==> config.mk <==
export PLATFORM = sky130hd
export DESIGN_NAME = clipped_line_rasterizer_unit
export DESIGN_NICKNAME = d
export VERILOG_FILES = /design/src/clr_pkg.sv /design/src/clr_front.sv /design/src/clr_queue.sv /design/src/clr_back.sv /design/src/clipped_line_rasterizer_unit.sv
export SDC_FILE = /design/constraint.sdc
export NUM_CORES = 1
export LEC_CHECK = 0
export BUFFER_PORTS_ARGS = -buffer_cell sky130_fd_sc_hd__buf_2
export CAP_MARGIN = 20
export CORE_MARGIN = 2
export CORE_UTILIZATION = 40
export CTS_BUF_LIST = sky130_fd_sc_hd__clkbuf_16
export DETAILED_ROUTE_END_ITERATION = 10
export GPL_TIMING_DRIVEN = 0
export PLACE_DENSITY = 0.66
export SLEW_MARGIN = 25
export SYNTH_ARGS = -nofsm -noshare
export SYNTH_HDL_FRONTEND = slang
export SYNTH_SLANG_ARGS = --single-unit
==> constraint.sdc <==
create_clock -name clock -period 10.2 [get_ports clock]
set_clock_uncertainty 0.1 [all_clocks]
set_input_delay 1.02 -clock clock [delete_from_list [all_inputs] [get_ports clock]]
set_output_delay 1.02 -clock clock [all_outputs]
set_load 0.02 [all_outputs]
==> src/clr_pkg.sv <==
// ----------------------------------------------------------------------------
// clr_pkg
// Shared types and constants of the clipped line rasterizer: channel payloads,
// the segment descriptor passed from front to back, and register indexes.
// ----------------------------------------------------------------------------
package clr_pkg;

   localparam int COORD_W    = 6;
   localparam int SYMBOL_W   = 8;
   localparam int GRID_W     = 7;
   localparam int ERR_W      = 8;
   localparam int CSR_IDX_W  = 2;
   localparam int QUEUE_DEPTH = 2;

   localparam logic [GRID_W-1:0] GRID_RESET = 7'd64;

   typedef enum logic [CSR_IDX_W-1:0] {
      CSR_GRID_WIDTH  = 2'd0,
      CSR_GRID_HEIGHT = 2'd1
   } csr_index_type;

   typedef struct packed {
      logic [COORD_W-1:0]  start_x;
      logic [COORD_W-1:0]  start_y;
      logic [COORD_W-1:0]  end_x;
      logic [COORD_W-1:0]  end_y;
      logic [SYMBOL_W-1:0] symbol;
   } req_type;

   typedef struct packed {
      logic [COORD_W-1:0]  plot_x;
      logic [COORD_W-1:0]  plot_y;
      logic [SYMBOL_W-1:0] plot_symbol;
      logic                in_grid;
      logic                last_point;
   } rsp_type;

   // one classified segment, ready to walk
   typedef struct packed {
      logic [COORD_W-1:0]     cur_x;
      logic [COORD_W-1:0]     cur_y;
      logic [COORD_W-1:0]     goal_x;
      logic [COORD_W-1:0]     goal_y;
      logic [COORD_W-1:0]     span_x;
      logic [COORD_W-1:0]     span_y;
      logic                   dir_x_negative;
      logic                   dir_y_negative;
      logic signed [ERR_W-1:0] step_error;
      logic [SYMBOL_W-1:0]    held_symbol;
   } seg_type;

endpackage

==> src/clr_front.sv <==
// ----------------------------------------------------------------------------
// clr_front
// Accepts segments, works out spans, step directions and the starting error,
// and holds the descriptor until the queue takes it.
// ----------------------------------------------------------------------------
module clr_front (
   input  logic             clock,
   input  logic             reset,
   input  logic             req_valid,
   output logic             req_ready,
   input  clr_pkg::req_type req_data,
   output logic             seg_valid,
   input  logic             seg_ready,
   output clr_pkg::seg_type seg_data
);

   logic             valid_ff, valid_in;
   clr_pkg::seg_type seg_ff, seg_in;
   logic             load;
   logic             x_fwd, y_fwd;
   logic [clr_pkg::COORD_W-1:0] span_x, span_y;

   assign req_ready = !valid_ff || seg_ready;
   assign load      = req_valid && req_ready;

   always_comb begin
      x_fwd  = req_data.start_x < req_data.end_x;
      y_fwd  = req_data.start_y < req_data.end_y;
      span_x = x_fwd ? (req_data.end_x - req_data.start_x)
                     : (req_data.start_x - req_data.end_x);
      span_y = y_fwd ? (req_data.end_y - req_data.start_y)
                     : (req_data.start_y - req_data.end_y);

      seg_in                = seg_ff;
      seg_in.cur_x          = req_data.start_x;
      seg_in.cur_y          = req_data.start_y;
      seg_in.goal_x         = req_data.end_x;
      seg_in.goal_y         = req_data.end_y;
      seg_in.span_x         = span_x;
      seg_in.span_y         = span_y;
      seg_in.dir_x_negative = !x_fwd;
      seg_in.dir_y_negative = !y_fwd;
      seg_in.step_error     = $signed({2'b00, span_x}) - $signed({2'b00, span_y});
      seg_in.held_symbol    = req_data.symbol;

      if (load) begin
         valid_in = 1'b1;
      end else if (seg_ready) begin
         valid_in = 1'b0;
      end else begin
         valid_in = valid_ff;
      end
   end

   always_ff @(posedge clock) begin
      if (reset) begin
         valid_ff <= 1'b0;
      end else begin
         valid_ff <= valid_in;
      end
   end

   always_ff @(posedge clock) begin
      if (load) begin
         seg_ff <= seg_in;
      end
   end

   assign seg_valid = valid_ff;
   assign seg_data  = seg_ff;

endmodule

==> src/clr_queue.sv <==
// ----------------------------------------------------------------------------
// clr_queue
// Short segment queue between front and back so each side stalls on its own.
// ----------------------------------------------------------------------------
module clr_queue (
   input  logic             clock,
   input  logic             reset,
   input  logic             push_valid,
   output logic             push_ready,
   input  clr_pkg::seg_type push_data,
   output logic             pop_valid,
   input  logic             pop_ready,
   output clr_pkg::seg_type pop_data
);

   localparam int PTR_W = $clog2(clr_pkg::QUEUE_DEPTH);
   localparam int CNT_W = $clog2(clr_pkg::QUEUE_DEPTH + 1);

   clr_pkg::seg_type entry_ff [clr_pkg::QUEUE_DEPTH];
   logic [PTR_W-1:0] wr_ptr_ff, wr_ptr_in;
   logic [PTR_W-1:0] rd_ptr_ff, rd_ptr_in;
   logic [CNT_W-1:0] count_ff, count_in;
   logic             push, pop;

   assign push_ready = count_ff != CNT_W'(clr_pkg::QUEUE_DEPTH);
   assign pop_valid  = count_ff != '0;
   assign push       = push_valid && push_ready;
   assign pop        = pop_valid && pop_ready;
   assign pop_data   = entry_ff[rd_ptr_ff];

   always_comb begin
      wr_ptr_in = wr_ptr_ff;
      rd_ptr_in = rd_ptr_ff;
      if (push) begin
         wr_ptr_in = (wr_ptr_ff == PTR_W'(clr_pkg::QUEUE_DEPTH - 1)) ? '0 : wr_ptr_ff + 1'b1;
      end
      if (pop) begin
         rd_ptr_in = (rd_ptr_ff == PTR_W'(clr_pkg::QUEUE_DEPTH - 1)) ? '0 : rd_ptr_ff + 1'b1;
      end
      count_in = count_ff + CNT_W'(push) - CNT_W'(pop);
   end

   always_ff @(posedge clock) begin
      if (reset) begin
         wr_ptr_ff <= '0;
         rd_ptr_ff <= '0;
         count_ff  <= '0;
      end else begin
         wr_ptr_ff <= wr_ptr_in;
         rd_ptr_ff <= rd_ptr_in;
         count_ff  <= count_in;
      end
   end

   always_ff @(posedge clock) begin
      if (push) begin
         entry_ff[wr_ptr_ff] <= push_data;
      end
   end

endmodule

==> src/clr_back.sv <==
// ----------------------------------------------------------------------------
// clr_back
// Bresenham walker: takes one segment from the queue and emits into an output
// register one point per cycle unless stalled, with grid clipping, end marker.
// ----------------------------------------------------------------------------
module clr_back #(
   parameter int MAX_DIM = 64
) (
   input  logic                             clock,
   input  logic                             reset,
   input  logic                             seg_valid,
   output logic                             seg_ready,
   input  clr_pkg::seg_type                 seg_data,
   input  logic                             csr_we,
   input  logic [clr_pkg::CSR_IDX_W-1:0]    csr_index,
   input  logic [clr_pkg::GRID_W-1:0]       csr_wdata,
   output logic                             rsp_valid,
   input  logic                             rsp_ready,
   output clr_pkg::rsp_type                 rsp_data
);

   localparam int LIMIT = (MAX_DIM < 64) ? MAX_DIM : 64;
   localparam int CNT_W = $clog2(LIMIT);

   logic                         busy_ff, busy_in;
   clr_pkg::seg_type             seg_ff, seg_in;
   logic [CNT_W-1:0]             cnt_ff, cnt_in;
   logic                         rsp_valid_ff, rsp_valid_in;
   clr_pkg::rsp_type             rsp_data_ff, rsp_data_in;
   logic [clr_pkg::GRID_W-1:0]   grid_w_ff, grid_h_ff;

   logic                         emit, take, at_end, last;
   logic                         move_x, move_y;
   logic signed [clr_pkg::ERR_W:0] e2, dx, dy;
   logic signed [clr_pkg::ERR_W-1:0] err_next;

   assign seg_ready = !busy_ff;
   assign take      = seg_valid && seg_ready;
   assign emit      = busy_ff && (!rsp_valid_ff || rsp_ready);
   assign at_end    = (seg_ff.cur_x == seg_ff.goal_x) && (seg_ff.cur_y == seg_ff.goal_y);
   assign last      = at_end || (cnt_ff == CNT_W'(LIMIT - 1));

   always_comb begin
      e2     = {seg_ff.step_error, 1'b0};
      dx     = $signed({3'b000, seg_ff.span_x});
      dy     = $signed({3'b000, seg_ff.span_y});
      move_x = e2 > -dy;
      move_y = e2 < dx;
      err_next = seg_ff.step_error
               - (move_x ? $signed({2'b00, seg_ff.span_y}) : $signed(8'sd0))
               + (move_y ? $signed({2'b00, seg_ff.span_x}) : $signed(8'sd0));

      rsp_data_in.plot_x      = seg_ff.cur_x;
      rsp_data_in.plot_y      = seg_ff.cur_y;
      rsp_data_in.plot_symbol = seg_ff.held_symbol;
      rsp_data_in.in_grid     = ({1'b0, seg_ff.cur_x} < grid_w_ff)
                             && ({1'b0, seg_ff.cur_y} < grid_h_ff);
      rsp_data_in.last_point  = last;

      seg_in  = seg_ff;
      cnt_in  = cnt_ff;
      busy_in = busy_ff;
      if (take) begin
         seg_in  = seg_data;
         cnt_in  = '0;
         busy_in = 1'b1;
      end else if (emit) begin
         if (last) begin
            busy_in = 1'b0;
         end else begin
            cnt_in = cnt_ff + 1'b1;
            seg_in.step_error = err_next;
            if (move_x) begin
               seg_in.cur_x = seg_ff.dir_x_negative ? seg_ff.cur_x - 1'b1
                                                    : seg_ff.cur_x + 1'b1;
            end
            if (move_y) begin
               seg_in.cur_y = seg_ff.dir_y_negative ? seg_ff.cur_y - 1'b1
                                                    : seg_ff.cur_y + 1'b1;
            end
         end
      end

      if (emit) begin
         rsp_valid_in = 1'b1;
      end else if (rsp_ready) begin
         rsp_valid_in = 1'b0;
      end else begin
         rsp_valid_in = rsp_valid_ff;
      end
   end

   always_ff @(posedge clock) begin
      if (reset) begin
         busy_ff      <= 1'b0;
         rsp_valid_ff <= 1'b0;
         grid_w_ff    <= clr_pkg::GRID_RESET;
         grid_h_ff    <= clr_pkg::GRID_RESET;
      end else begin
         busy_ff      <= busy_in;
         rsp_valid_ff <= rsp_valid_in;
         if (csr_we) begin
            case (csr_index)
               clr_pkg::CSR_GRID_WIDTH: begin
                  grid_w_ff <= csr_wdata;
               end
               clr_pkg::CSR_GRID_HEIGHT: begin
                  grid_h_ff <= csr_wdata;
               end
               default: begin
                  // unmapped index, write dropped
               end
            endcase
         end
      end
   end

   always_ff @(posedge clock) begin
      seg_ff <= seg_in;
      cnt_ff <= cnt_in;
      if (emit) begin
         rsp_data_ff <= rsp_data_in;
      end
   end

   assign rsp_valid = rsp_valid_ff;
   assign rsp_data  = rsp_data_ff;

`ifndef NO_ASSERTIONS
   a_last_ends_walk: assert property (@(posedge clock) disable iff (reset)
      (emit && last) |=> !busy_ff)
      else $error("walker still busy after emitting last point");

   a_no_take_while_busy: assert property (@(posedge clock) disable iff (reset)
      busy_ff |-> !take)
      else $error("segment taken while walking");

   a_walk_stays_busy: assert property (@(posedge clock) disable iff (reset)
      (busy_ff && !(emit && last)) |=> busy_ff)
      else $error("walker dropped a segment before its last point");

   a_out_hold_on_stall: assert property (@(posedge clock) disable iff (reset)
      (busy_ff && rsp_valid_ff && !rsp_ready) |=> $stable(seg_ff.cur_x) && $stable(cnt_ff))
      else $error("walker advanced while output stalled");
`endif

endmodule

==> src/clipped_line_rasterizer_unit.sv <==
// ----------------------------------------------------------------------------
// clipped_line_rasterizer_unit
// Line segment rasterizer: walks each segment with the all-octant Bresenham
// rule and emits one clipped point per cycle while walking, unless rsp_ready stalls it.
//
//   channel  direction  handshake       payload
//   req_     in         valid/ready     clr_pkg::req_type (one segment)
//   rsp_     out        valid/ready     clr_pkg::rsp_type (one point)
//   csr_     in         write enable    grid_width / grid_height
//
// the walker loads a segment from the queue and then emits its points, one
// per cycle unless stalled, before it can load the next segment
// the front classifies the next segment and the queue holds two more while
// the walker runs; a stalled rsp_ready freezes the walker in place
// reset is synchronous and clears all control state, grid size back to 64
// ----------------------------------------------------------------------------
module clipped_line_rasterizer_unit #(
   parameter int MAX_DIM = 64
) (
   input  logic                           clock,
   input  logic                           reset,
   input  logic                           req_valid,
   output logic                           req_ready,
   input  clr_pkg::req_type               req_data,
   output logic                           rsp_valid,
   input  logic                           rsp_ready,
   output clr_pkg::rsp_type               rsp_data,
   input  logic                           csr_we,
   input  logic [clr_pkg::CSR_IDX_W-1:0]  csr_index,
   input  logic [clr_pkg::GRID_W-1:0]     csr_wdata
);

   logic             front_valid, front_ready;
   clr_pkg::seg_type front_seg;
   logic             queue_valid, back_ready;
   clr_pkg::seg_type queue_seg;

   clr_front u_front (
      .clock     (clock),
      .reset     (reset),
      .req_valid (req_valid),
      .req_ready (req_ready),
      .req_data  (req_data),
      .seg_valid (front_valid),
      .seg_ready (front_ready),
      .seg_data  (front_seg)
   );

   clr_queue u_queue (
      .clock      (clock),
      .reset      (reset),
      .push_valid (front_valid),
      .push_ready (front_ready),
      .push_data  (front_seg),
      .pop_valid  (queue_valid),
      .pop_ready  (back_ready),
      .pop_data   (queue_seg)
   );

   clr_back #(
      .MAX_DIM (MAX_DIM)
   ) u_back (
      .clock     (clock),
      .reset     (reset),
      .seg_valid (queue_valid),
      .seg_ready (back_ready),
      .seg_data  (queue_seg),
      .csr_we    (csr_we),
      .csr_index (csr_index),
      .csr_wdata (csr_wdata),
      .rsp_valid (rsp_valid),
      .rsp_ready (rsp_ready),
      .rsp_data  (rsp_data)
   );

endmodule
* Yosys cells after proc, flatten, opt, wreduce, memory -nomap -nowiden *
Memory sizes are Yosys's and may differ from the RTL's. A register that Yosys moved wholly into a read port is not among the register bits.
Index checks and enable logic that the tools add are counted.

storage, ports and cells
  register bits = 157
  RAM bits = 108
  input bits = 46
  output and inout port bits = 24
  logic and storage cells = 121
  memories kept = 1

memories
  memory            depth  bits a word  read ports  clocked after memory_dff  wr ports  RTL line         RTL
  u_queue.entry_ff  2      54           1           1                         1         clr_queue.sv:19  clr_pkg::seg_type entry_ff [clr_pkg::QUEUE_DEPTH];

operators by class
  add/sub/neg operators = 17
  $lt $le $gt $ge = 6
  equality and inequality tests = 6
  mux-type cells = 27
  bitwise logic cells = 1
  reductions and logical operators = 29

operator list
  cell                   count
  $mux W6                8
  $mux W12               3
  $mux W8                3
  $sub A6 B6 Y6          4
  $add A6 B1 Y6 const B  3
  $lt A6 B7 Y1           2
  $reduce_bool A2 Y1     7
  $mux W1                13
  $eq A6 B6 Y1           2
  $lt A6 B6 Y1           2
  $sub A6 B1 Y6 const B  2
  $reduce_and A2 Y1      5
  $gt A9 B9 Y1           1
  $lt A9 B7 Y1           1
  $neg A6 Y9             1
  $add A8 B8 Y8          1
  $sub A8 B8 Y8          1
  $sub A6 B6 Y7          1
  $eq A6 B6 Y1 const B   1
  $logic_and A1 B1 Y1    6
  $reduce_and A3 Y1      2
  $logic_not A1 Y1       5
  $ne A2 B2 Y1 const B   2
  $logic_or A1 B1 Y1     3
  other kinds (6)        7

* Logic depth before layout (Yosys ltp) *
  word-level depth = 8
  mapped depth = 20
  gate-level depth less buffers = 20

* By module *
Synthesis repeated with hierarchy kept, for this count alone.

second synthesis, totals
  cells, all modules = 868
  area total of the unflattened synthesis = 12096.6 um^2

modules (own cells, without submodules)
  module     instances  cells each  area an instance (um^2)  seq. area each (um^2)
  clr_back   1          462         5134.9                   2722.6
  clr_queue  1          197         4141.5                   3343.2
  clr_front  1          209         2820.2                   1611.5

* Least setup slack after synthesis *
OpenSTA, ideal clock, no wires.

  path type = input to register
  start = in req_valid
  end = reg u_front.seg_ff, in the netlist u_front.seg_data[0] (enable)
  library setup time = 496 ps
  arrival time = 3748 ps
  data required time = 9604 ps
  setup slack = 5857 ps
  stages on the path = 2
  path buffers = 0
  path through = inv_1 > a31oi_1

on the way
  cells in the longest elaborated chain, start to end = 1

ends and longest elaborated chain
  what                  RTL line                            RTL
  from (decl)           clipped_line_rasterizer_unit.sv:22  input logic req_valid,
  $logic_and A1 B1 Y1   clr_front.sv:24                     assign load = req_valid && req_ready;
  net u_front.load      clr_front.sv:19                     logic load;
  to (signal assigned)  clr_front.sv:65                     seg_ff <= seg_in;
  to (decl)             clr_front.sv:18                     clr_pkg::seg_type seg_ff, seg_in;

The timed path passes the listed nets, and every way through them passes these cells.
A chain may end at the register's enable or synchronous reset.

==> reports/qor.txt <==
Final ANT Viol Nets: 0
Netlist cell types: 54
H-tree Lvls: 1
slew margin rel.: 32.5%
Max Fanout on Critical Path: 7
vias in the first global route: 6671
Cells after DPL: 1305
critical path data arrival time: 4720 ps
RR Startpoint: u_back.dy[2]
commonest register cell after synthesis: edfxtp_1
initial antenna violation count: 0
Tightest Pin Transition: 1000 ps
core region area: 0.0289 mm2
max-slew violation count: 0
nets: 1081
PD cells: 298 mW/mm2
initial core utilization: 40.9%
maximum vdd drop: 0.170 mV
r2r worst-path depth: 16
initial drt markers: 302
Sink Count: 263
RR Endpoint: u_back.e2[7]
Crit Path Category: reg2reg
# Post-CTS Setup Buffers: 0
fmax: 0.220 GHz
fin crit period: 4550 ps
number of buffers created by CTS: 27
first-pass GRT wire length: 35300 um
Hold EP: u_back.rsp_data[5]
commonest non-fill, non-tap cell in the layout: edfxtp_1
Finish-stage setup viols: 0
Die Span Y: 176 um
number of synthesized flops with an enable pin: 235
share of cells above drive strength 1: 17.4%
Synth area leader: edfxtp_1
die area: 0.0310 mm2
PortBufs: 69
drt drc: 0
Leak: 5.38 nW
R2R Setup Slk: 5650 ps
hold path cells: 0
RSZ-0062 raised after global routing: false
WL/cell: 16.1 um
drt first pass iters: 4
Setup TNS: 0 ps
clk buf depth: 3
diodes inserted: 0
vias per inst: 4.85
register area share after synthesis: 64.4%
largest net degree at the start of global routing: 46
Post-Syn Area: 0.0118 mm2
cells after synthesis: 845
endpoints failing hold: 0
syn_area_per_cell: 14.0 um2
Syn-to-layout area delta: 16.7%
gp weighted congestion: 0.791
Die X: 176 um
worst min path class: reg2reg
commonest non-fill, non-tap cells in the layout: edfxtp_1 (235), inv_1 (95), buf_2 (73)
grt ovf: 0
fin crit share: 44.6%
hpwl dp: 15900 um
Post-CTS Hold Fix Bufs: 0
GRT Util Overall: 14.4%
status: finished, final reports clean
post-route cell area: 0.0138 mm2
Vias: 6575
Startpoint Class: flop
Worst setup EP type: flop
hold path start: u_back.rsp_data_in[5]
row count: 62
I/O Pins: 70
Worst-path clk slew: 60 ps
Required @ worst endpoint: 10380 ps
Yosys top cell area share: 59.6%
Synth warnings: 0
final wirelength: 21800 um
Max Cap Violations: 0
Non-Filler Instances: 1355
Area contributors post-synth: edfxtp_1 (60%), ha_1 (7.6%), dfxtp_1 (4.7%), mux2_2 (3.6%), inv_1 (2.9%)
ys async rst share: 0%
Placed Area: 0.0129 mm2
clk root buf: clkbuf_16
worst-skew pair later-pin latency: 530 ps
CTS resizes: 0
Post-Syn Nets: 976
register bit count reported by yosys: 263
TritonCTS clock tree: done
[cell usage after synthesis (all sizes together) (2+ instances only)]
library cell and count:
nand2 38, nor4 3, a211oi 6, xor2 29, buf 5, nor2b 11
and3 5, inv 94, or2 2, a21o 11, nor2 43, o21ai 25
nand2b 7, nand3 11, mux2 39, dfxtp 28, a21oi 44, clkbuf 15
edfxtp 235, nand4 3, o31ai 5, fa 13, o21a 2, or3 3
a311oi 3, a221oi 4, nor3 5, or4 3, mux2i 28, a21boi 2
o211ai 10, and2 8, ha 72, a31oi 3, o22ai 2, xnor2 18
nor4bb 2, nand3b 3
[registers in the layout (all words and copies together), names as in the netlist, named ones only]
register	cells
u_back.dx	6
u_back.grid_h_ff	7
u_queue.wr_ptr_ff	1
u_queue.rd_ptr_ff	1
u_back.dy	6
u_queue.entry_ff	106
u_back.rsp_data_in	20
u_back.cnt_ff	6
u_front.seg_valid	1
u_front.seg_data	53
u_back.grid_w_ff	7
u_back.e2	8
u_back.rsp_valid	1
u_queue.count_ff	2
u_back.seg_ff	14
u_back.busy_ff	1
u_back.rsp_data	22
[where the power goes]
group	internal, mW	total, mW	switching (mW)
Sequential	1.52	1.66	0.140
Clock	0.626	1.02	0.395
Combinational	0.602	1.44	0.841
[through the flow]
stage | utilization [%] | hold WS, ps | setup slack [ps] | total power, mW
floorplan | - | 300 | 5860 | 2.72
global placement | 43.8 | 303 | 4020 | 3.06
detailed placement | 44.5 | 305 | 5650 | 3.12
CTS | 47.7 | 320 | 5610 | 4.16
global route | 47.7 | 330 | 5270 | 4.42
finish | 47.7 | 320 | 5650 | 4.12
[routing by layer]
| layer | track usage [%] | routed length, um |
|---|---|---|
| met1 | 19.8 | 10100 |
| met2 | 24.4 | 10400 |
| met3 | 1.83 | 914 |
| met4 | 3.62 | 421 |
| met5 | 0 | 0 |
[cells by family (layout without fill, tap and decap cells)]
kind of cell    Yosys count  after routing  synth area share, %
simple gates            149            149                 6.27
flops                   263            263                 64.4
fa+ha+maj                85             85                 9.81
buf+inv                 114            240                 3.72
compound gates          120            120                 6.29
xor+xnor                 47             47                 3.48
mux                      67             67                 6.08
[final cells by class]
type,count,area (um2)
multi-input combinational,468,3810
sequential,263,7620
tap,384,480
timing repair buffer,76,518
clock buffer,30,751
inverter,94,353
fill,2511,15100
buffer,20,91.3
clock inverter,20,191
[how the worst max path moves through the flow]
stage / startpoint / to / slack, ps / cells past startpoint
after floorplan: req_valid / u_front.seg_data[0] / 5860 / 2
after global placement: req_valid / u_front.seg_data[19] / 4020 / 3
after detailed placement: u_back.dy[2] / u_back.e2[7] / 5650 / 16
after CTS: u_back.dy[2] / u_back.e2[7] / 5610 / 16
after global routing: u_back.dy[2] / u_back.e2[8] / 5270 / 17
final: u_back.dy[2] / u_back.e2[7] / 5650 / 16
[worst max-delay path: stages, from the launching register on]
cell	delay, ps
edfxtp_1	450
nor2_1	250
nand4b_1	200
xnor2_1	170
ha_1	310
nand4_1	120
a21oi_1	160
nor2_1	60
o22ai_1	460
and2_1	250
fa_1	480
fa_1	500
nor2b_1	130
o21ai_0	110
a21boi_1	320
or3_1	170
nand3_1	60
Note: power is estimated with default switching activity, not from simulation.
